File: src/rtl/pcl_pkg.sv
// ----------------------------------------------------------------------------
// pcl_pkg
// Shared constants, register codes and width helpers of the half-plane clipper.
// ----------------------------------------------------------------------------
package pcl_pkg;

  // Default coordinate width, signed fixed point. The fraction width has no
  // effect on any result because every step of the clip is scale invariant.
  localparam int unsigned COORD_WIDTH_DEF = 32;

  // Depth of the queue between the classifier and the clip engine.
  localparam int unsigned QUEUE_DEPTH = 2;

  // Configuration register indexes.
  localparam int unsigned CFG_IDX_W = 3;
  typedef enum logic [CFG_IDX_W-1:0] {
    REG_LINE_START_X   = 3'd0,
    REG_LINE_START_Y   = 3'd1,
    REG_LINE_END_X     = 3'd2,
    REG_LINE_END_Y     = 3'd3,
    REG_INSIDE_POINT_X = 3'd4,
    REG_INSIDE_POINT_Y = 3'd5
  } cfg_reg_e;

  // Registers sit at 4-byte steps, or at 8-byte steps once they exceed 32 bits.
  function automatic int unsigned addr_shift(int unsigned cw);
    return (cw > 32) ? 3 : 2;
  endfunction

  function automatic int unsigned paddr_w(int unsigned cw);
    return addr_shift(cw) + CFG_IDX_W;
  endfunction

  function automatic int unsigned pdata_w(int unsigned cw);
    return (cw > 32) ? 64 : 32;
  endfunction

endpackage

File: src/rtl/pcl_fifo.sv
// ----------------------------------------------------------------------------
// pcl_fifo
// Small register queue between the classifier and the clip engine.
// ----------------------------------------------------------------------------
module pcl_fifo #(
  parameter int unsigned WIDTH = 8,
  parameter int unsigned DEPTH = pcl_pkg::QUEUE_DEPTH,
  localparam int unsigned AW = (DEPTH > 1) ? $clog2(DEPTH) : 1
) (
  input  logic             clk_i,
  input  logic             rst_ni,
  input  logic             push_i,
  output logic             full_o,
  input  logic [WIDTH-1:0] din_i,
  input  logic             pop_i,
  output logic             empty_o,
  output logic [WIDTH-1:0] dout_o
);
  import pcl_pkg::*;

  logic [WIDTH-1:0] mem_q [DEPTH];
  logic [AW-1:0]    wptr_q, rptr_q;
  logic [AW:0]      cnt_q;

  assign full_o  = (cnt_q == (AW+1)'(DEPTH));
  assign empty_o = (cnt_q == '0);
  assign dout_o  = mem_q[rptr_q];

  always_ff @(posedge clk_i or negedge rst_ni) begin
    if (!rst_ni) begin
      wptr_q <= '0;
      rptr_q <= '0;
      cnt_q  <= '0;
    end else begin
      if (push_i) begin
        wptr_q <= (wptr_q == AW'(DEPTH - 1)) ? '0 : wptr_q + AW'(1);
      end
      if (pop_i) begin
        rptr_q <= (rptr_q == AW'(DEPTH - 1)) ? '0 : rptr_q + AW'(1);
      end
      if (push_i && !pop_i) begin
        cnt_q <= cnt_q + (AW+1)'(1);
      end else if (pop_i && !push_i) begin
        cnt_q <= cnt_q - (AW+1)'(1);
      end
    end
  end

  always_ff @(posedge clk_i) begin
    if (push_i) begin
      mem_q[wptr_q] <= din_i;
    end
  end

endmodule

File: config.mk
export PLATFORM = sky130hd
export DESIGN_NAME = pcl_fifo
export DESIGN_NICKNAME = d
export VERILOG_FILES = /design/src/rtl/pcl_pkg.sv /design/src/rtl/pcl_fifo.sv
export SDC_FILE = /design/constraint.sdc
export NUM_CORES = 1
export LEC_CHECK = 0
export BUFFER_PORTS_ARGS = -buffer_cell sky130_fd_sc_hd__buf_2
export CORE_UTILIZATION = 50
export DETAILED_ROUTE_END_ITERATION = 16
export GPL_TIMING_DRIVEN = 0
export PLACE_DENSITY = 0.76
export SLEW_MARGIN = 20
export SYNTH_ARGS = -nofsm -noshare
export SYNTH_HDL_FRONTEND = slang
export SYNTH_SLANG_ARGS = --single-unit
File: constraint.sdc
create_clock -name clk_i -period 2.1 [get_ports clk_i]
set_input_delay 0.21 -clock clk_i [delete_from_list [all_inputs] [get_ports clk_i]]
set_output_delay 0.21 -clock clk_i [all_outputs]
set_load 0.005 [all_outputs]
---- After elaboration in Yosys (flattened, before gate mapping) ----
Memory sizes are Yosys's and may differ from the RTL's.
Index checks and enable logic that the tools add are counted.
storage, ports and cells
  register bits after elaboration ......... 4
  latch bits .............................. 0
  bits in writable memories ............... 16
  bits in read-only memories .............. 0
  input port bits ......................... 12
  output and inout bits ................... 10
  logic and storage cells ................. 21
  memories ................................ 1
memories
  memory  words  width  read ports  clocked after Yosys merged registers in  wr ports  line            source
  mem_q   2      8      1           0                                        1         pcl_fifo.sv:21  logic [WIDTH-1:0] mem_q [DEPTH];
cells by class
  add/subtract/negate cells ............... 4
  $mul .................................... 0
  div/mod/pow operators ................... 0
  $lt $le $gt $ge ......................... 0
  eq/ne operators ......................... 1
  shift operators ......................... 0
  mux-type cells .......................... 6
  bitwise gates (word level) .............. 0
  reductions and logical operators ........ 6
operator list
  cell                 number
  $mux 1               4
  $mux 2               2
  $add 1x1->1 const B  2
  $add 2x1->2 const B  1
  $eq 2x2->1 const B   1
  $logic_and 1x1->1    2
  $logic_not 1->1      2
  $logic_not 2->1      1
  $reduce_bool 2->1    1
  $sub 2x1->2 const B  1

---- Depth between registers and ports, before layout ----
  depth after elaboration ................. 4
  depth in mapped cells ................... 5
  gate-level depth less buffers ........... 5

---- Worst setup path after synthesis ----
Ideal clock, no wire load.
  path type ............................... reg2reg
  from .................................... register wptr_q
  to ...................................... memory mem_q[0][0] (enable)
  setup time .............................. 0.373 ns
  arrival ................................. 0.789 ns
  data required time ...................... 1.727 ns
  slack ................................... 0.938 ns
  stages on the path, launching flop included .. 2
  buffers on the path ..................... 0
  period minus slack after synthesis ...... 1.162 ns
  cell sequence ........................... dfrtp_1 nor2b_1
RTL lines
  what                      line            source
  start: declaration        pcl_fifo.sv:22  logic [AW-1:0] wptr_q, rptr_q;
  start signal: assignment  pcl_fifo.sv:36  wptr_q <= (wptr_q == AW'(DEPTH - 1)) ? '0 : wptr_q + AW'(1);
  end: declaration          pcl_fifo.sv:21
Straight into the memory's write port.

---- Worst setup path after layout ----
  from .................................... register rptr_q
  to ...................................... output dout_o[2]
on the way
  cells in the longest elaborated chain, start to end .. 1
RTL lines
  what                      line            source
  start: declaration        pcl_fifo.sv:22
  start signal: assignment  pcl_fifo.sv:39  rptr_q <= (rptr_q == AW'(DEPTH - 1)) ? '0 : rptr_q + AW'(1);
  $mem_v2 2x8               -
  end: declaration          pcl_fifo.sv:17  output logic [WIDTH-1:0] dout_o
Every way passes these cells.

==> flow_summary.json <==
{
  "outcome": "finished clean",
  "peakVddDrop_mv": 0.7181,
  "cts_sinks": 20,
  "wl_per_cell_um": 14.34,
  "cp.required_ns": 1.89,
  "finalCritPeriodShare_pct": 69.37,
  "route.met2.wl_um": 641,
  "seqCellArea_sq_um": 580.6,
  "grt_pass1_vias": 426,
  "htree_levels": 1,
  "synth_nets": 54,
  "pre_cts_ws_ns": 0.7542,
  "fin_ws_ns": 0.6432,
  "clk_pin_slew_ns": 0.10,
  "dp.cells": 77,
  "synth-seq-cells": 20,
  "vias": 428,
  "wirelength_um": 1176,
  "tns_ns": 0,
  "tightest_slew_ns": 0.7161,
  "dieArea_sq_um": 1702,
  "skew_ns": 0.001218,
  "grt_max_degree": 12,
  "cts_root_buffer": "clkbuf_4",
  "crit_path_end_kind": "primary output",
  "grt_pass1_wl_um": 1676,
  "io_pins": 22,
  "placed_cell_area_sq_um": 894.6,
  "r2r_cells": 1,
  "io_buffers": 21,
  "syn-mean-instance-area_sq_um": 18.80,
  "reg2reg_to": "mem_q[0][4]$_DFFE_PP_",
  "ys_seq_area_share_pct": 75.32,
  "dr_wl_met3_um": 56,
  "worst-path-max-fanout": 9,
  "drtIter0Drc": 9,
  "hold_viol_final": 0,
  "start_util_pct": 56.41,
  "yosys_warnings": 0,
  "detail-route-antenna-nets": 0,
  "antenna_found_initial": 0,
  "fillers": 98,
  "fin_crit_ns": 1.457,
  "postCtsSetupBuffers": 0,
  "slew_headroom_pct": 52.16,
  "layout_common_cells": "21 x buf_2, 16 x edfxtp_1, 8 x mux2_2",
  "startpoint": "rptr_q$_DFFE_PN0P_",
  "startpoint_type": "register",
  "dpl.hpwl_um": 854.4,
  "r2r-start": "wptr_q$_DFFE_PN0P_",
  "slew_viol_final": 0,
  "via_per_inst": 5.220,
  "grt_use_total_pct": 16.88,
  "path_class": "reg -> out",
  "crit_arrival_ns": 1.25,
  "rsz0062_at_grt": "no",
  "core_area_sq_um": 1366,
  "clk_path_buf_depth": 2,
  "area_growth_pct": 20.78,
  "clock.fmax_mhz": 686.5,
  "remaining_drc_errors": 0,
  "cpMaxStageDelayCell": "dfrtp_1",
  "leakage_nw": 0.3856,
  "synthCells": 41,
  "min_path_type": "in -> reg",
  "netlist_area_sq_um": 770.7,
  "clk_latency_ns": 0.29,
  "dr.pass1.iters": 4,
  "power_density_nw_per_um2": 1195,
  "maxCapViolations": 0,
  "nets": 81,
  "maxUsedRoutingLayer": "met4",
  "post_cts_resized": 0,
  "cts_made_buffers": 3,
  "drive_gt1_share_pct": 50.75,
  "dieWidth_um": 41.26,
  "grt-ovfl-total": 0,
  "synth_cell_type_count": 12,
  "final_util_pct": 68.13,
  "path_cells": "buf_6 > mux2_2 > buf_2",
  "multi_input_comb_area_sq_um": 175.2,
  "worst_path_largest_cell_delay_ns": 0.35,
  "worstSetupEndpoint": "dout_o[2]",
  "setup_viol": 0,
  "die_h_um": 41.26,
  "layout_commonest_cell": "buf_2",
  "reg2reg_slack_ns": 0.76,
  "gp_congestion": 0.6609,
  "fin_cells": 82,
  "diodes": 0,
  "num_rows": 13,
  "stdcell_area_sq_um": 930.9,
  "wl_met1_um": 449,
  "cts_tree": "yes"
}
[critical path, delay by kind of cell, from the launching register on]
kind / cells / cell delay (ns)
buffers and inverters: 2 / 0.27
flip-flops: 1 / 0.35
multiplexers: 1 / 0.34
[worst min-delay path by stage]
| stage | to | startpoint | slack [ns] | depth (start not counted) |
|---|---|---|---|---|
| 3_5_place_dp | cnt_q[0]$_DFFE_PN0P_ | rst_ni | 0.02 | 1 |
| 5_1_grt | mem_q[0][2]$_DFFE_PP_ | din_i[2] | 0.08 | 1 |
| 2_1_floorplan | cnt_q[0]$_DFFE_PN0P_ | rst_ni | -0.09 | 0 |
| 4_1_cts | mem_q[1][2]$_DFFE_PP_ | din_i[2] | 0.1 | 1 |
| 6_report | mem_q[0][6]$_DFFE_PP_ | din_i[6] | 0.10 | 1 |
| 3_3_place_gp | cnt_q[1]$_DFFE_PN0P_ | rst_ni | 0.02 | 1 |
[timing repair]
item	in CTS	in global routing
endpoints found under the setup margin	0	0
hold endpoints to repair	4	0
hold buffers	1	0
[metrics by stage]
step / hold slack, ns / power [mW]
CTS: 0.09815 / 1.124
finish: 0.1043 / 1.112
floorplan: -0.08559 / 0.8070
global route: 0.08471 / 1.184
detailed placement: 0.02026 / 0.9451
global placement: 0.01983 / 0.9239
[cell usage after synthesis]
cell type  instances  area [sq um]
nor2_1             2         7.510
edfxtp_1          16         480.5
mux2_2             8         90.09
inv_1              1         3.750
xor2_1             4         35.03
ha_1               1         12.51
dfrtp_1            4         100.1
nor2b_1            1         6.260
xnor2_1            1         8.760
and2b_2            1         8.760
and2_1             1         6.260
buf_6              1         11.26
[per-layer routing]
metal / GRT usage (%) / up-vias
met3: 4.891 / 4
met2: 28.91 / 18
li1: - / 201
met5: 0 / -
met4: 12.10 / 0
met1: 17.33 / 205
[registers in the layout (all words and copies together) (netlist names)]
signal and flops:
wptr_q 1, mem_q 16, cnt_q 2, rptr_q 1
[layout make-up]
class	count	share of cell area, %
flip-flops and latches	20	62.37
multi-input cells	19	18.82
repair buffers	22	12.37
clock buffers	4	2.823
well taps	15	2.016
plain buffers	1	1.210
inverters	1	0.4032
[cells by family after synthesis]
kind of cell | after synthesis | synth area share, %
mux | 8 | 11.69
buf+inv | 2 | 1.947
fa+ha+maj | 1 | 1.623
xor+xnor | 5 | 5.682
flops | 20 | 75.33
simple gates | 5 | 3.735
[where the power goes]
group	leakage [nW]	internal, mW	switching [mW]
logic	0.174	0.192	0.153
clock network	0.0150	0.0738	0.106
registers	0.197	0.539	0.0475
Note: power is estimated with default switching activity, not from simulation.
