### config.mk
export PLATFORM = sky130hd
export DESIGN_NAME = pcl_back_flat
export DESIGN_NICKNAME = d
export VERILOG_FILES = /design/src/rtl/pcl_pkg.sv /design/src/rtl/pcl_res_if.sv /design/src/rtl/pcl_lerp.sv /design/src/rtl/pcl_back.sv /design/src/flat_wrapper.sv
export SDC_FILE = /design/constraint.sdc
export NUM_CORES = 2
export LEC_CHECK = 0
export ABC_AREA = 1
export CORE_MARGIN = 2
export CORE_UTILIZATION = 44
export CTS_CLUSTER_SIZE = 16
export DETAILED_ROUTE_END_ITERATION = 10
export DONT_BUFFER_PORTS = 1
export PLACE_DENSITY = 0.55
export SETUP_SLACK_MARGIN = 0.3
export SYNTH_ARGS = -nofsm -noshare
export SYNTH_HDL_FRONTEND = slang
export SYNTH_SLANG_ARGS = --single-unit
### constraint.sdc
create_clock -name clk_i -period 24 [get_ports clk_i]
set_clock_uncertainty 0.15 [all_clocks]
set_input_delay 1.2 -clock clk_i [delete_from_list [all_inputs] [get_ports clk_i]]
set_output_delay 1.2 -clock clk_i [all_outputs]
set_load 0.005 [all_outputs]
### src/rtl/pcl_pkg.sv
// ----------------------------------------------------------------------------
// pcl_pkg
// Shared constants, register codes and width helpers of the half-plane clipper.
// ----------------------------------------------------------------------------
package pcl_pkg;

  // Default coordinate width, signed fixed point. The fraction width has no
  // effect on any result because every step of the clip is scale invariant.
  localparam int unsigned COORD_WIDTH_DEF = 32;

  // Depth of the queue between the classifier and the clip engine.
  localparam int unsigned QUEUE_DEPTH = 2;

  // Configuration register indexes.
  localparam int unsigned CFG_IDX_W = 3;
  typedef enum logic [CFG_IDX_W-1:0] {
    REG_LINE_START_X   = 3'd0,
    REG_LINE_START_Y   = 3'd1,
    REG_LINE_END_X     = 3'd2,
    REG_LINE_END_Y     = 3'd3,
    REG_INSIDE_POINT_X = 3'd4,
    REG_INSIDE_POINT_Y = 3'd5
  } cfg_reg_e;

  // Registers sit at 4-byte steps, or at 8-byte steps once they exceed 32 bits.
  function automatic int unsigned addr_shift(int unsigned cw);
    return (cw > 32) ? 3 : 2;
  endfunction

  function automatic int unsigned paddr_w(int unsigned cw);
    return addr_shift(cw) + CFG_IDX_W;
  endfunction

  function automatic int unsigned pdata_w(int unsigned cw);
    return (cw > 32) ? 64 : 32;
  endfunction

endpackage

### src/rtl/pcl_res_if.sv
// ----------------------------------------------------------------------------
// pcl_res_if
// Result channel: one clipped vertex or end marker per transaction.
// ----------------------------------------------------------------------------
interface pcl_res_if #(
  parameter int unsigned COORD_WIDTH = pcl_pkg::COORD_WIDTH_DEF
);
  logic                          valid;
  logic                          ready;
  logic signed [COORD_WIDTH-1:0] out_x;
  logic signed [COORD_WIDTH-1:0] out_y;
  logic                          end_marker;
  logic                          last_of_run;

  modport source (output valid, out_x, out_y, end_marker, last_of_run, input ready);
  modport sink   (input valid, out_x, out_y, end_marker, last_of_run, output ready);
endinterface

### src/rtl/pcl_lerp.sv
// ----------------------------------------------------------------------------
// pcl_lerp
// Intersection coordinate s + (e - s) * ds / den: shift-add multiply, then
// restoring division, one bit per cycle, then add and saturate.
// ----------------------------------------------------------------------------
module pcl_lerp #(
  parameter int unsigned COORD_WIDTH = pcl_pkg::COORD_WIDTH_DEF,
  localparam int unsigned D  = COORD_WIDTH + 1,
  localparam int unsigned S  = 2 * D + 1,
  localparam int unsigned DN = S + 1,
  localparam int unsigned P  = D + S,
  localparam int unsigned CW = $clog2(P + 1)
) (
  input  logic                          clk_i,
  input  logic                          rst_ni,
  input  logic                          start_i,
  input  logic signed [COORD_WIDTH-1:0] s_i,
  input  logic signed [COORD_WIDTH-1:0] e_i,
  input  logic signed [S-1:0]           ds_i,
  input  logic signed [DN-1:0]          den_i,
  output logic                          done_o,
  output logic signed [COORD_WIDTH-1:0] res_o
);
  import pcl_pkg::*;

  typedef enum logic [3:0] {
    LS_IDLE = 4'b0001,
    LS_MUL  = 4'b0010,
    LS_DIV  = 4'b0100,
    LS_FIN  = 4'b1000
  } lstate_e;

  localparam logic signed [COORD_WIDTH-1:0] CMAX = {1'b0, {(COORD_WIDTH-1){1'b1}}};
  localparam logic signed [COORD_WIDTH-1:0] CMIN = {1'b1, {(COORD_WIDTH-1){1'b0}}};

  lstate_e state_q;
  logic [CW-1:0] cnt_q;
  logic [D-1:0]  a_q;
  logic [S-1:0]  b_q;
  logic [DN-1:0] dm_q, rem_q;
  logic [P-1:0]  acc_q;
  logic          neg_q;
  logic signed [COORD_WIDTH-1:0] s_q;

  logic signed [D-1:0] diff;
  logic [DN:0]   rs;
  logic          qbit;
  logic signed [P+1:0] qv, v;

  assign diff = D'(e_i) - D'(s_i);
  assign rs   = {rem_q, acc_q[P-1]};
  assign qbit = (rs >= {1'b0, dm_q});

  assign qv = neg_q ? -$signed({2'b00, acc_q}) : $signed({2'b00, acc_q});
  assign v  = (P+2)'(s_q) + qv;

  always_comb begin
    if (v > (P+2)'(CMAX)) begin
      res_o = CMAX;
    end else if (v < (P+2)'(CMIN)) begin
      res_o = CMIN;
    end else begin
      res_o = v[COORD_WIDTH-1:0];
    end
  end

  assign done_o = (state_q == LS_FIN);

  always_ff @(posedge clk_i or negedge rst_ni) begin
    if (!rst_ni) begin
      state_q <= LS_IDLE;
      cnt_q   <= '0;
    end else begin
      case (state_q)
        LS_IDLE: begin
          cnt_q <= '0;
          if (start_i) state_q <= LS_MUL;
        end
        LS_MUL: begin
          if (cnt_q == CW'(D - 1)) begin
            cnt_q   <= '0;
            state_q <= LS_DIV;
          end else begin
            cnt_q <= cnt_q + CW'(1);
          end
        end
        LS_DIV: begin
          if (cnt_q == CW'(P - 1)) begin
            cnt_q   <= '0;
            state_q <= LS_FIN;
          end else begin
            cnt_q <= cnt_q + CW'(1);
          end
        end
        // A new operation may start in the cycle the previous one finishes.
        LS_FIN:  state_q <= start_i ? LS_MUL : LS_IDLE;
        default: state_q <= LS_IDLE;
      endcase
    end
  end

  always_ff @(posedge clk_i) begin
    case (state_q)
      LS_IDLE, LS_FIN: begin
        if (start_i) begin
          a_q   <= diff[D-1] ? D'(-diff) : D'(diff);
          b_q   <= ds_i[S-1] ? S'(-ds_i) : S'(ds_i);
          dm_q  <= den_i[DN-1] ? DN'(-den_i) : DN'(den_i);
          neg_q <= diff[D-1] ^ ds_i[S-1] ^ den_i[DN-1];
          s_q   <= s_i;
          acc_q <= '0;
          rem_q <= '0;
        end
      end
      LS_MUL: begin
        acc_q <= {acc_q[P-2:0], 1'b0} + (a_q[D-1] ? P'(b_q) : P'(0));
        a_q   <= {a_q[D-2:0], 1'b0};
      end
      LS_DIV: begin
        rem_q <= qbit ? DN'(rs - {1'b0, dm_q}) : rs[DN-1:0];
        acc_q <= {acc_q[P-2:0], qbit};
      end
      default: ;
    endcase
  end

endmodule

### src/rtl/pcl_back.sv
// ----------------------------------------------------------------------------
// pcl_back
// Clip engine: turns one job into up to four results, in order.
// ----------------------------------------------------------------------------
module pcl_back #(
  parameter int unsigned COORD_WIDTH = pcl_pkg::COORD_WIDTH_DEF,
  localparam int unsigned D  = COORD_WIDTH + 1,
  localparam int unsigned S  = 2 * D + 1,
  localparam int unsigned DN = S + 1
) (
  input  logic                          clk_i,
  input  logic                          rst_ni,
  input  logic                          job_valid_i,
  output logic                          job_pop_o,
  input  logic signed [COORD_WIDTH-1:0] cx_i,
  input  logic signed [COORD_WIDTH-1:0] cy_i,
  input  logic signed [COORD_WIDTH-1:0] px_i,
  input  logic signed [COORD_WIDTH-1:0] py_i,
  input  logic signed [COORD_WIDTH-1:0] fx_i,
  input  logic signed [COORD_WIDTH-1:0] fy_i,
  input  logic signed [S-1:0]           sc_i,
  input  logic signed [S-1:0]           sp_i,
  input  logic signed [S-1:0]           sf_i,
  input  logic                          cin_i,
  input  logic                          pin_i,
  input  logic                          fin_i,
  input  logic                          last_i,
  input  logic                          hf_i,
  pcl_res_if.source                     res_o
);
  import pcl_pkg::*;

  typedef enum logic [4:0] {
    BS_IDLE  = 5'b00001,
    BS_PICK  = 5'b00010,
    BS_LERPX = 5'b00100,
    BS_LERPY = 5'b01000,
    BS_EMIT  = 5'b10000
  } bstate_e;

  bstate_e state_q;
  logic [4:0] mask_q;
  logic signed [COORD_WIDTH-1:0] cx_q, cy_q, px_q, py_q, fx_q, fy_q;
  logic signed [S-1:0] sc_q, sp_q, sf_q;
  logic signed [COORD_WIDTH-1:0] rx_q, ry_q;
  logic rend_q;
  logic out_valid_q, out_end_q, out_last_q;
  logic signed [COORD_WIDTH-1:0] out_x_q, out_y_q;

  logic e2, slot_free, lerp_start, lerp_done;
  logic signed [COORD_WIDTH-1:0] sx, sy, ex, ey, ls, le, lres;
  logic signed [S-1:0] ds, de;
  logic signed [DN-1:0] den;

  // Result order per job: crossing of the incoming edge, the vertex itself,
  // crossing of the closing edge, the first vertex, the end marker.
  // Crossings at bit 0 use the incoming edge, at bit 2 the closing edge.
  assign e2  = ~mask_q[0];
  assign sx  = e2 ? cx_q : px_q;
  assign sy  = e2 ? cy_q : py_q;
  assign ex  = e2 ? fx_q : cx_q;
  assign ey  = e2 ? fy_q : cy_q;
  assign ds  = e2 ? sc_q : sp_q;
  assign de  = e2 ? sf_q : sc_q;
  assign den = DN'(ds) - DN'(de);

  assign slot_free  = ~out_valid_q | res_o.ready;
  assign lerp_start = (state_q == BS_PICK && (mask_q[0] || (!mask_q[1] && mask_q[2]))
                       && den != '0) || (state_q == BS_LERPX && lerp_done);
  assign ls = (state_q == BS_PICK) ? sx : sy;
  assign le = (state_q == BS_PICK) ? ex : ey;

  pcl_lerp #(.COORD_WIDTH(COORD_WIDTH)) u_lerp (
    .clk_i   (clk_i),
    .rst_ni  (rst_ni),
    .start_i (lerp_start),
    .s_i     (ls),
    .e_i     (le),
    .ds_i    (ds),
    .den_i   (den),
    .done_o  (lerp_done),
    .res_o   (lres)
  );

  assign job_pop_o = (state_q == BS_IDLE) && job_valid_i;

  assign res_o.valid       = out_valid_q;
  assign res_o.out_x       = out_x_q;
  assign res_o.out_y       = out_y_q;
  assign res_o.end_marker  = out_end_q;
  assign res_o.last_of_run = out_last_q;

  always_ff @(posedge clk_i or negedge rst_ni) begin
    if (!rst_ni) begin
      state_q     <= BS_IDLE;
      mask_q      <= '0;
      out_valid_q <= 1'b0;
    end else begin
      if (state_q == BS_EMIT && slot_free) begin
        out_valid_q <= 1'b1;
      end else if (res_o.ready) begin
        out_valid_q <= 1'b0;
      end
      case (state_q)
        BS_IDLE: begin
          if (job_valid_i) begin
            mask_q  <= {last_i, last_i & fin_i, last_i & (cin_i ^ fin_i),
                        hf_i & cin_i, hf_i & (pin_i ^ cin_i)};
            state_q <= BS_PICK;
          end
        end
        BS_PICK: begin
          if (mask_q == '0) begin
            state_q <= BS_IDLE;
          end else if (lerp_start) begin
            state_q <= BS_LERPX;
          end else begin
            state_q <= BS_EMIT;
          end
        end
        BS_LERPX: if (lerp_done) state_q <= BS_LERPY;
        BS_LERPY: if (lerp_done) state_q <= BS_EMIT;
        BS_EMIT: begin
          if (slot_free) begin
            mask_q  <= mask_q & (mask_q - 5'd1);
            state_q <= BS_PICK;
          end
        end
        default: state_q <= BS_IDLE;
      endcase
    end
  end

  always_ff @(posedge clk_i) begin
    if (job_pop_o) begin
      cx_q <= cx_i;
      cy_q <= cy_i;
      px_q <= px_i;
      py_q <= py_i;
      fx_q <= fx_i;
      fy_q <= fy_i;
      sc_q <= sc_i;
      sp_q <= sp_i;
      sf_q <= sf_i;
    end
    if (state_q == BS_PICK) begin
      if (mask_q[0] || (!mask_q[1] && mask_q[2])) begin
        rx_q   <= sx;
        ry_q   <= sy;
        rend_q <= 1'b0;
      end else if (mask_q[1]) begin
        rx_q   <= cx_q;
        ry_q   <= cy_q;
        rend_q <= 1'b0;
      end else if (mask_q[3]) begin
        rx_q   <= fx_q;
        ry_q   <= fy_q;
        rend_q <= 1'b0;
      end else begin
        rx_q   <= '0;
        ry_q   <= '0;
        rend_q <= 1'b1;
      end
    end
    if (state_q == BS_LERPX && lerp_done) rx_q <= lres;
    if (state_q == BS_LERPY && lerp_done) ry_q <= lres;
    if (state_q == BS_EMIT && slot_free) begin
      out_x_q    <= rx_q;
      out_y_q    <= ry_q;
      out_end_q  <= rend_q;
      out_last_q <= $onehot(mask_q);
    end
  end

  // The end marker always closes the run and carries no coordinates.
  a_end_last: assert property (@(posedge clk_i) disable iff (!rst_ni)
    out_valid_q && out_end_q |-> out_last_q)
    else $error("end marker without last_of_run");
  a_end_zero: assert property (@(posedge clk_i) disable iff (!rst_ni)
    out_valid_q && out_end_q |-> out_x_q == '0 && out_y_q == '0)
    else $error("end marker with coordinates");
  a_mask_step: assert property (@(posedge clk_i) disable iff (!rst_ni)
    state_q == BS_EMIT && slot_free |=>
      $countones(mask_q) + 1 == $past($countones(mask_q)))
    else $error("pending result lost or repeated");

endmodule

### src/flat_wrapper.sv
// flat-port wrapper written by rule: the top's interface ports become plain ports
module pcl_back_flat import pcl_pkg::*;
#(
  parameter int unsigned COORD_WIDTH = pcl_pkg::COORD_WIDTH_DEF,
  localparam int unsigned D  = COORD_WIDTH + 1,
  localparam int unsigned S  = 2 * D + 1,
  localparam int unsigned DN = S + 1
)
  (clk_i, rst_ni, job_valid_i, job_pop_o, cx_i, cy_i, px_i, py_i, fx_i, fy_i, sc_i, sp_i, sf_i, cin_i, pin_i, fin_i, last_i, hf_i, res_o_valid, res_o_out_x, res_o_out_y, res_o_end_marker, res_o_last_of_run, res_o_ready);
  pcl_res_if #(.COORD_WIDTH(COORD_WIDTH)) res_o_i ();
  input  logic clk_i;
  input  logic rst_ni;
  input  logic job_valid_i;
  output logic job_pop_o;
  input  logic signed [COORD_WIDTH-1:0] cx_i;
  input  logic signed [COORD_WIDTH-1:0] cy_i;
  input  logic signed [COORD_WIDTH-1:0] px_i;
  input  logic signed [COORD_WIDTH-1:0] py_i;
  input  logic signed [COORD_WIDTH-1:0] fx_i;
  input  logic signed [COORD_WIDTH-1:0] fy_i;
  input  logic signed [S-1:0] sc_i;
  input  logic signed [S-1:0] sp_i;
  input  logic signed [S-1:0] sf_i;
  input  logic cin_i;
  input  logic pin_i;
  input  logic fin_i;
  input  logic last_i;
  input  logic hf_i;
  output wire logic [$bits(res_o_i.valid)-1:0] res_o_valid;
  output wire logic [$bits(res_o_i.out_x)-1:0] res_o_out_x;
  output wire logic [$bits(res_o_i.out_y)-1:0] res_o_out_y;
  output wire logic [$bits(res_o_i.end_marker)-1:0] res_o_end_marker;
  output wire logic [$bits(res_o_i.last_of_run)-1:0] res_o_last_of_run;
  input wire logic [$bits(res_o_i.ready)-1:0] res_o_ready;
  assign res_o_valid = res_o_i.valid;
  assign res_o_out_x = res_o_i.out_x;
  assign res_o_out_y = res_o_i.out_y;
  assign res_o_end_marker = res_o_i.end_marker;
  assign res_o_last_of_run = res_o_i.last_of_run;
  assign res_o_i.ready = res_o_ready;
  pcl_back #(.COORD_WIDTH(COORD_WIDTH)) u_core (.clk_i(clk_i), .rst_ni(rst_ni), .job_valid_i(job_valid_i), .job_pop_o(job_pop_o), .cx_i(cx_i), .cy_i(cy_i), .px_i(px_i), .py_i(py_i), .fx_i(fx_i), .fy_i(fy_i), .sc_i(sc_i), .sp_i(sp_i), .sf_i(sf_i), .cin_i(cin_i), .pin_i(pin_i), .fin_i(fin_i), .last_i(last_i), .hf_i(hf_i), .res_o(res_o_i));
endmodule
# Yosys cells after proc, flatten, opt, wreduce, memory -nomap -nowiden
# Cells that the tools add are included.
[classes]
order_cmp = 3
n_reduce_logical = 29
bitwise = 11
muxes = 53
n_eq_ne = 20
addsub = 15
[ops]
columns = ["cell", "count"]
rows = [
  ["32-bit 2-to-1 mux", 18],
  ["100-bit one-hot mux with 3 select lines", 1],
  ["67-bit 2-to-1 mux", 4],
  ["68-bit 2-to-1 mux", 2],
  ["68-bit one-hot mux with 2 select lines", 1],
  ["32-bit by 102-bit adder with 102-bit output", 1],
  ["102-bit by 32-bit greater-than comparator with 1-bit output, second input constant", 1],
  ["102-bit by 32-bit less-than comparator with 1-bit output, second input constant", 1],
  ["102-bit 2-to-1 mux", 1],
  ["100-bit negator with 102-bit output", 1],
  ["100-bit by 67-bit adder with 100-bit output", 1],
  ["100-bit 2-to-1 mux", 1],
  ["69-bit by 68-bit greater-or-equal comparator with 1-bit output", 1],
  ["68-bit negator", 1],
  ["68-bit nonzero test", 1],
  ["67-bit by 67-bit subtractor with 68-bit output", 1],
  ["68-bit subtractor", 1],
  ["67-bit negator", 1],
  ["33-bit 2-to-1 mux", 2],
  ["66-bit 2-to-1 mux", 1],
  ["33-bit one-hot mux with 2 select lines", 1],
  ["5-bit 2-to-1 mux", 8],
  ["33-bit negator", 1],
  ["32-bit by 32-bit subtractor with 33-bit output", 1],
  ["other kinds (42)", 78],
]
[totals]
in_bits = 402
out_inout_bits = 68
reg_bits = 915
word_cells = 161

# Logic depth before layout (Yosys ltp)
[logic_depth]
depth_word = 9
depth_mapped = 43

# By module
# Synthesis repeated with hierarchy kept, for this count alone.
[unflattened]
hier_cells = 11026
hier_area_um2 = 75954.1
[modules_own_cells]
columns = ["module", "n_inst", "cells_each", "area_each_um2"]
rows = [
  ["pcl_lerp", 1, 7698, 46997.6],
  ["pcl_back", 1, 3328, 28956.5],
]

# Worst setup path before layout
# Ideal clock, no wire load.
[synth_path]
kind = "input port to flip-flop"
startpoint = "input port job_valid_i"
endpoint = "register u_core.mask_q[2]"
setup_time_ps = 84
slack_ps = 4217
arrival_time_ps = 19549
t_required_ps = 23766
stages = 6
n_path_buf = 0
cell_sequence = "inv_1 > nor2_1 > nor2_1 > inv_1 > nand3_1 > o21ai_0"
[synth_via]
elab_chain_cells = 2
[synth_lines]
columns = ["item", "line_no", "rtl"]
rows = [
  ["from (decl)", "flat_wrapper.sv:13", "input logic job_valid_i;"],
  ["2-bit inequality test (no source line)", "n/a", ""],
  ["3-bit AND reduction (no source line)", "n/a", ""],
  ["to (signal assigned)", "pcl_back.sv:107", "mask_q <= {last_i, last_i & fin_i, last_i & (cin_i ^ fin_i),"],
  ["to (signal assigned)", "pcl_back.sv:125", "mask_q <= mask_q & (mask_q - 5'd1);"],
  ["to (decl)", "pcl_back.sv:42", "logic [4:0] mask_q;"],
]
# Every way passes these cells.
# A chain may end at the register's enable or synchronous reset.

# Worst setup path after layout
[layout_path]
startpoint = "register u_core.mask_q[0]"
endpoint = "register u_core.u_lerp.b_q[48], enable pin"
[layout_via]
elab_chain_cells = 6
word_cells_on_any_way = 9
classes_between = "1 x add/sub; 2 x mux; 6 x reduce/logical"
[layout_lines]
columns = ["item", "line_no", "rtl"]
rows = [
  ["67-bit 2-to-1 mux, on equally long branches", "pcl_back.sv:63, pcl_back.sv:64", ""],
  ["67-bit by 67-bit subtractor with 68-bit output", "pcl_back.sv:65", "assign den = DN'(ds) - DN'(de);"],
  ["68-bit nonzero test", "pcl_back.sv:69", "&& den != '0) || (state_q == BS_LERPX && lerp_done);"],
  ["1-bit logical AND (*)", "pcl_back.sv:69", ""],
  ["1-bit logical OR (*)", "pcl_back.sv:69", ""],
  ["2-bit AND reduction (no source line) (*)", "n/a", ""],
  ["to (signal assigned)", "pcl_lerp.sv:107", "b_q <= ds_i[S-1] ? S'(-ds_i) : S'(ds_i);"],
  ["to (decl)", "pcl_lerp.sv:39", "logic [S-1:0] b_q;"],
]
# Every way passes the cells marked *; elsewhere a longest branch is shown, timed or not.

==> flow_metrics.env <==
export IMPL_post_cts_setup_buffer_count=0
export IMPL_reg2reg_slack_ns=15.41
export IMPL_rsz0062_at_grt="false"
export IMPL_grt_usage_pct=35.7
export IMPL_yosysTopAreaCell="edfxtp_1"
export IMPL_wl_um=322000
export IMPL_clk_latency_ns=0.77
export IMPL_crit_chain="inv_4 > buf_4 > or2_2 > o21ai_2 > inv_1 > ha_1 > a21oi_1 > o21ai_0 > a21oi_1 > inv_1 > a21oi_1 > nand3_1 > nand2_1 > nand2_1 > nand2_1 > nor2_1 > nand2_1 > nor2_1 > nand4_1 > nand2_2 > a21oi_4 > buf_4 > buf_4 > buf_4"
export IMPL_setup_viol=0
export IMPL_grt_pass1_vias=68800
export IMPL_via_count=72700
export IMPL_grt_max_degree=121
export IMPL_synth_flop_cell="edfxtp_1"
export IMPL_die_w_um=418
export IMPL_async_flop_share_pct=2.40
export IMPL_utilization_pct=47.6
export IMPL_core_area_mm2=0.171
export IMPL_dpl_worst_slack_ns=15.60
export IMPL_synth_nets=11400
export IMPL_fin_ws_ns=15.41
export IMPL_cts_tree="yes"
export IMPL_setup_tns_final_ns=0
export IMPL_grt_ovfl_total=0
export IMPL_initial_utilization_pct=44.1
export IMPL_synth_commonest_cells="2742 x nand2_1, 1837 x inv_1, 1182 x nor2_1, 893 x edfxtp_1, 713 x o21ai_0"
export IMPL_io_buffers=0
export IMPL_yosysWarnings=0
export IMPL_critPathArrivalTime_ns=8.83
export IMPL_yosys_cell_count_top_type="nand2_1"
export IMPL_dr_pass1_iters=6
export IMPL_cp_end_kind="register"
export IMPL_crit_path_end="u_core.u_lerp.b_q[48]"
export IMPL_synth_cell_types=72
export IMPL_max_stage_delay_ns=0.94
export IMPL_ys_top_cells_by_area="edfxtp_1 35%, nand2_1 14%, inv_1 9.1%, nor2_1 5.9%, ha_1 5.7%"
export IMPL_tightest_slew_ns=1.34
export IMPL_min_path_type="input port to asynchronous set/reset pin"
export IMPL_maxSlewHeadroom_pct=9.58
export IMPL_die_area_mm2=0.175
export IMPL_hpwl_um=269000
export IMPL_syn_instance_count=10700
export IMPL_final_nets=11400
export IMPL_clk_pin_slew_ns=0.06
export IMPL_initialDrtViolationCount=7915
export IMPL_crit_path_start="u_core.mask_q[0]"
export IMPL_ios=470
export IMPL_crit_family="buffers and inverters"
export IMPL_cp_required_ns=24.24
export IMPL_ant_nets=0
export IMPL_cp_num_buf_inv=7
export IMPL_routed_via_density=5.59
export IMPL_h_tree_depth=3
export IMPL_cts_sinks=915
export IMPL_root_buffer="clkbuf_16"
export IMPL_syn_avg_cell_area_um2=7.07
export IMPL_timing_rr_end="u_core.u_lerp.b_q[48]"
export IMPL_layout_drive_gt1_share_pct=5.22
export IMPL_cts_made_buffers=101
export IMPL_min_period_over_period_pct=35.8
export IMPL_maxCapViolCount=0
export IMPL_clock_fmax_mhz=116
export IMPL_yosys_register_bits=915
export IMPL_synth_top_cell_area_share_pct=35.5
export IMPL_status="finished, final reports clean"
export IMPL_layout_min_cycle_time_ns=8.59
export IMPL_netlist_area_mm2=0.0756
export IMPL_route_detailed_drc=0
export IMPL_die_h_um=418
export IMPL_wire_per_inst_um=24.8
export IMPL_cp_slowest_cell="dfrtp_4"
export IMPL_routabilityCongestion=1.08
export IMPL_path_depth=24
export IMPL_r2r_cells=24
export IMPL_synth_edf_count=893
export IMPL_drv_slew=0
export IMPL_path_class="register to register"
export IMPL_cts_buffer_depth=3
export IMPL_r2r_start="u_core.mask_q[0]"
export IMPL_hold_violations=0
export IMPL_grt_antenna_before_repair=46
export IMPL_grt_first_pass_wirelength_um=457000
export IMPL_rows=152
export IMPL_seq_area_frac_synth_pct=36.2
export IMPL_crit_fanout=66
export IMPL_area_growth_pct=7.71
export IMPL_worstSetupStartpointType="register"
-- worst register-to-register path, stage by stage (launching register included) --
cell and delay [ns]:
dfrtp_4 0.94, inv_4 0.33, buf_4 0.35, or2_2 0.43, o21ai_2 0.11, inv_1 0.16, ha_1 0.44, a21oi_1 0.38
o21ai_0 0.26, a21oi_1 0.29, inv_1 0.07, a21oi_1 0.44, nand3_1 0.33, nand2_1 0.25, nand2_1 0.17, nand2_1 0.13
nor2_1 0.06, nand2_1 0.07, nor2_1 0.06, nand4_1 0.26, nand2_2 0.16, a21oi_4 0.14, buf_4 0.60, buf_4 0.72
buf_4 0.82
-- worst min-delay path by stage --
stage,to,slack (ns),depth (start not counted)
final,u_core.mask_q[2],0.09,1
after global routing,u_core.mask_q[2],0.07,1
after CTS,u_core.mask_q[2],0.04,1
after detailed placement,u_core.res_o.out_y[26],0.26,0
after global placement,u_core.res_o.out_y[26],0.25,0
after floorplan,u_core.res_o.end_marker,0.25,0
-- cell usage in the layout, fill, tap and decap left out, types with 28 or more instances in the layout --
master        n
o21ai_0     705
o21a_1       49
nor3_1      118
o211ai_1     42
or2_2        77
inv_2        40
xnor2_1      98
a21oi_1     646
edfxtp_1    893
mux2i_1      82
inv_1      1833
nand3_1     462
nor4_1       55
o21ai_1      45
buf_4        70
o21bai_1     28
nand4_1     155
nor2_1     1179
o22ai_1      57
clkbuf_16   101
diode_2      34
nand3b_1     37
nand2_2      94
ha_1        346
nand2_1    2740
a31oi_1      62
xor2_1      323
nor2_2       32
clkinv_1     28
-- flip-flops by register name, summed over array words and instances (netlist names), 33 cells and up --
name / cells
u_core.sc_q: 67
u_core.sf_q: 67
u_core.sp_q: 67
u_core.u_lerp.a_q: 33
u_core.u_lerp.acc_q: 100
u_core.u_lerp.b_q: 67
u_core.u_lerp.dm_q: 68
u_core.u_lerp.rem_q: 68
-- layer usage --
layer	track usage, %	routed length [um]	up-vias
met4	20.7	21400	16
met5	0	107	-
met1	44.8	129000	34100
li1	-	-	34800
met2	58.8	149000	3147
met3	5.04	22600	672
-- kinds of logic after synthesis --
kind of cell	count (synthesis)	share of synthesized area (%)
buffers and inverters	2095	10.6
xor gates and xnor gates	434	5.16
AOI/OAI and AO/OA	1764	12.8
DFF	915	36.2
and+or+nand+nor	5048	28.2
adders and majority gates	353	5.91
muxes	82	1.09
-- timing repair --
action                                 in CTS  in global routing
gates resized for setup                     0                  0
hold buffers                                1                  0
endpoints found under the hold margin      20                  0
-- cell type report --
class / count / area, um2
multi-input cells: 7681 / 40200
repair buffers: 72 / 566
diodes: 34 / 85.1
fillers: 17700 / 89800
clock inverters: 59 / 606
well taps: 2233 / 2790
clock buffers: 125 / 2640
flip-flops and latches: 915 / 27400
inverters: 1887 / 7090
-- stage by stage --
stage / instances / instance area (um2) / hold WS (ns)
floorplan: 10700 / 75600 / 0.250
global placement: 12800 / 78000 / 0.255
detailed placement: 12800 / 78000 / 0.258
CTS: 13000 / 81300 / 0.0373
global route: 13000 / 81400 / 0.0749
finish: 13000 / 81400 / 0.0893
Power is left out: the tool's default activity adds up to more than one toggle a clock period on the data nets, which glitch-free logic cannot reach.
